<file path="config.mk">
export PLATFORM = sky130hd
export DESIGN_NAME = sem_ctrl
export DESIGN_NICKNAME = d
export VERILOG_FILES = /design/src/rtl/core/sem_pkg.sv /design/src/rtl/core/sem_ctrl.sv
export SDC_FILE = /design/constraint.sdc
export NUM_CORES = 1
export LEC_CHECK = 0
export BUFFER_PORTS_ARGS = -buffer_cell sky130_fd_sc_hd__buf_2
export CAP_MARGIN = 20
export CORE_AREA = 2 2 39 41
export DETAILED_ROUTE_END_ITERATION = 16
export DIE_AREA = 0 0 41 43
export PLACE_DENSITY = 0.41
export SYNTH_ARGS = -nofsm -noshare
export SYNTH_HDL_FRONTEND = slang
export SYNTH_SLANG_ARGS = --single-unit
export TNS_END_PERCENT = 100
</file>
<file path="constraint.sdc">
create_clock -name clk -period 1.1 [get_ports clk]
set_input_delay 0.22 -clock clk [delete_from_list [all_inputs] [get_ports clk]]
set_output_delay 0.22 -clock clk [all_outputs]
set_load 0.1 [all_outputs]
</file>
<file path="src/rtl/core/sem_pkg.sv">
`default_nettype none
// ----------------------------------------------------------------------------
// sem_pkg
// Shared types and constants of the Sobel energy map unit: configuration
// register indexes, field widths, controller states, command and status.
// ----------------------------------------------------------------------------
package sem_pkg;

	localparam int DEF_MAX_WIDTH   = 2048;
	localparam int DEF_MAX_HEIGHT  = 4096;

	localparam int WIDTH_REG_BITS  = 12;
	localparam int HEIGHT_REG_BITS = 13;
	localparam int CFG_DATA_BITS   = 13;
	localparam int CFG_INDEX_BITS  = 1;

	localparam logic [CFG_INDEX_BITS-1:0] REG_IMAGE_WIDTH  = 1'b0;
	localparam logic [CFG_INDEX_BITS-1:0] REG_IMAGE_HEIGHT = 1'b1;

	localparam logic [WIDTH_REG_BITS-1:0]  RESET_WIDTH  = 12'd640;
	localparam logic [HEIGHT_REG_BITS-1:0] RESET_HEIGHT = 13'd480;

	localparam int PIXEL_BITS   = 8;
	localparam int ENERGY_BITS  = 8;
	localparam int SUM3_BITS    = 10;
	localparam int GRAD_BITS    = 11;
	localparam int SQ_BITS      = 21;
	localparam int ROOT_IN_BITS = 16;
	localparam int ROOT_BITS    = 8;

	localparam logic [ENERGY_BITS-1:0] ENERGY_SAT = 8'd255;

	typedef enum logic [2:0] {
		ST_IDLE,
		ST_PROC,
		ST_GRAD,
		ST_SQR,
		ST_SUM,
		ST_ROOT,
		ST_HOLD
	} state_t;

	typedef struct packed {
		logic accept;
		logic shift;
		logic grad;
		logic square;
		logic root_start;
		logic load_out;
	} dp_cmd_t;

	typedef struct packed {
		logic emit;
		logic root_done;
		logic out_free;
	} dp_stat_t;

endpackage
`default_nettype wire

</file>
<file path="src/rtl/core/sem_ctrl.sv">
`default_nettype none
// ----------------------------------------------------------------------------
// sem_ctrl
// Controller state machine: sequences window update, gradient, squaring,
// square root and result load for one pixel at a time.
// ----------------------------------------------------------------------------
module sem_ctrl (
	input  wire logic              clk,
	input  wire logic              arst_n,
	input  wire logic              in_valid,
	output logic                   in_ready,
	output sem_pkg::dp_cmd_t       cmd,
	input  wire sem_pkg::dp_stat_t stat
);
	import sem_pkg::*;

	state_t state_q;
	state_t state_next;

	always_ff @(posedge clk or negedge arst_n) begin
		if (!arst_n) begin
			state_q <= ST_IDLE;
		end else begin
			state_q <= state_next;
		end
	end

	always_comb begin
		state_next = state_q;
		cmd        = '0;
		in_ready   = 1'b0;
		unique case (state_q)
			ST_IDLE: begin
				in_ready = 1'b1;
				if (in_valid) begin
					cmd.accept = 1'b1;
					state_next = ST_PROC;
				end
			end
			ST_PROC: begin
				cmd.shift  = 1'b1;
				state_next = stat.emit ? ST_GRAD : ST_IDLE;
			end
			ST_GRAD: begin
				cmd.grad   = 1'b1;
				state_next = ST_SQR;
			end
			ST_SQR: begin
				cmd.square = 1'b1;
				state_next = ST_SUM;
			end
			ST_SUM: begin
				cmd.root_start = 1'b1;
				state_next     = ST_ROOT;
			end
			ST_ROOT: begin
				if (stat.root_done) begin
					if (stat.out_free) begin
						cmd.load_out = 1'b1;
						state_next   = ST_IDLE;
					end else begin
						state_next = ST_HOLD;
					end
				end
			end
			ST_HOLD: begin
				if (stat.out_free) begin
					cmd.load_out = 1'b1;
					state_next   = ST_IDLE;
				end
			end
			default: begin
				state_next = ST_IDLE;
			end
		endcase
	end

endmodule
`default_nettype wire

</file>
==> reports/qor.yml <==
final_layout:
  multi_input_area_sq_um: 229
  diodes: 0
  largestRegisters: "state_q x3"
  nNetsFinal: 63
  largest_reg_flops: 3
  utilization: 0.458
  nFillCells: 138
  layout-drive-gt1-share: 0.839
  regMostFlops: "state_q"
  register_area_sq_um: 78.8
  syn_to_final_growth_pct: 130
floorplanning:
  rows: 14
  start_util: 0.199
  dieWidth_um: 41
  coreArea_sq_um: 1380
  die_h_um: 43
  ios: 13
  die-area_sq_um: 1760
timing:
  worst_pin_slew_ns: 0.248
  timing.fmax_mhz: 679
  finalCriticalPeriod_ns: 1.47
  layout_setup_ws_ns: -0.373
  maxSlewViolCount: 0
  relSlewSlack: 0.830
  finalClockSkew_ns: 0.000678
  period_share: 1.34
  hold_violations: 0
  rsz0062_at_grt: "yes"
  setup_viol: 9
place:
  port_buffers: 12
  place_hpwl_um: 578
  gp_congestion: 0.724
critical_path:
  crit_required_ns: 0.88
  crit_chain: "nor3_4 > and2_4 > buf_12"
  r2r_slack_ns: -0.08
  crit_type: "reg2out"
  critical_path.top_delay_family: "flip-flops"
  crit_buf_inv: 1
  end_kind: "output port"
  cp_slowest_cell: "dfrtp_2"
  cp.arrival_ns: 1.25
  slowest_delay_ns: 0.47
  crit_path_start_kind: "flip-flop"
  cp_max_fo: 7
clock_tree:
  cts.clk_slew.worst_paths_ns: 0.04
  cts_root_buf: "clkbuf_4"
  tritoncts: "yes"
  htree_levels: 1
  cts_buffers: 3
  clk_latency_ns: 0.23
  cts_sinks: 3
  cts_max_path_buffers: 2
detailed_routing:
  viasPerCell: 4.36
  drc: 0
  wl_um: 768
  num_vias: 314
  firstDrtPassIters: 4
  drt.antenna.violating_nets: 0
  first_iter_violations: 4
  avgRoutedWirePerCell_um: 10.7
logic_synthesis:
  ys_ff_latch: 3
  syn_area_sq_um: 275
  synthesis.instances: 29
  synth_top_area_cell: "dfrtp_1"
  avgSynthCellArea_sq_um: 9.49
  synth-seq-area-share: 0.273
  yosysTopAreaCellShare: 0.273
  syn-num-nets: 35
  ys_types: 21
  synth.area.top_cells: "dfrtp_1, buf_6, a221oi_2, a22oi_2, nand2b_1"
  yosysWarningCount: 0
global_routing:
  grt_max_degree: 8
  grt_pass1_vias: 274
  grt_overflow: 0
  grt_pass1_wl_mm: 1.08
  gr-usage-all-layers: 0.0915
  antenna_found_initial: 0
run:
  cap_violations: 0
run_status:
  outcome: "finished with violations"
  failed_checks: "setup timing"
min_path:
  hold_path_class: "in2reg"
==> cells in the final DEF (no fill, tap or decap), types with 2 or more instances in the layout <==
| master | synthesis | final |
|---|---|---|
| buf_4 | 0 | 12 |
| buf_2 | 0 | 5 |
| nand2b_1 | 2 | 2 |
| nor3_4 | 0 | 3 |
| clkbuf_4 | 0 | 3 |
| buf_12 | 0 | 7 |
| nand2_1 | 3 | 3 |
| dfrtp_2 | 0 | 3 |
==> cells by family (layout without fill, tap and decap cells) <==
family          after synthesis  in the layout  synth area share
flops                         3              3             0.273
buf+inv                       4             31             0.136
simple gates                 15             15             0.336
compound gates                6              6             0.218
mux                           1              1            0.0364
==> final cells by class <==
type | instances | area share
well taps | 16 | 0.0316
flip-flops and latches | 3 | 0.124
repair buffers | 26 | 0.436
multi-input cells | 22 | 0.361
clock buffers | 4 | 0.0414
inverters | 1 | 0.00592
==> worst paths after layout <==
kind                       startpoint          to  depth (start not counted)
max in group asynchronous      arst_n  state_q[2]                          2
max                        state_q[2]      cmd[5]                          3
min in group asynchronous      arst_n  state_q[0]                          2
min reg2reg                state_q[2]  state_q[0]                          2
max reg2reg                state_q[2]  state_q[1]                          5
min                           stat[2]  state_q[1]                          3
==> worst min-delay path: stages <==
cell and delay (ns):
buf_2 0.08, a2bb2oi_2 0.05, o22ai_2 0.11
==> synthesized netlist by cell type <==
cell and n:
mux2i_1 1, nand2_1 3, nor3b_1 1, nor2b_1 1
nor3_2 1, a22oi_2 1, and2_1 1, nor2_1 1
and3_1 1, nand2_2 1, nand2b_1 2, dfrtp_1 3
a21oi_2 1, inv_1 1, o22ai_1 1, nor3b_2 1
a2bb2oi_1 1, nor3_1 2, buf_6 3, a22o_1 1
a221oi_2 1
==> per-layer routing <==
metal,GRT usage,vias to the layer above,routed length (um)
met1,0.103,151,307
met5,0,-,0
met3,0.0157,0,20
met4,0.0600,0,0
li1,-,157,-
met2,0.147,6,440
==> metrics by stage <==
stage	instances	setup WS [ns]	hold slack, ns	TNS (ns)	area (sq um)
after detailed placement	64	-0.263	0.0189	-1.46	529
final	72	-0.373	0.286	-2.52	634
after global placement	64	-0.222	0.0162	-1.24	529
after CTS	72	-0.384	0.305	-2.81	618
after global routing	72	-0.412	0.289	-2.97	634
after floorplan	29	-0.927	-0.0756	-4.66	303
==> timing repair <==
item | 4_1_cts | 5_1_grt
buffers inserted | 3 | 1
pin swaps | 0 | 4
resized for setup | 11 | 3
hold endpoints to repair | 3 | 0
hold buffers | 1 | 0
setup endpoints to repair | 9 | 10
Power is left out: the tool's default activity adds up to more than one toggle a clock period on the data nets, which glitch-free logic cannot reach.
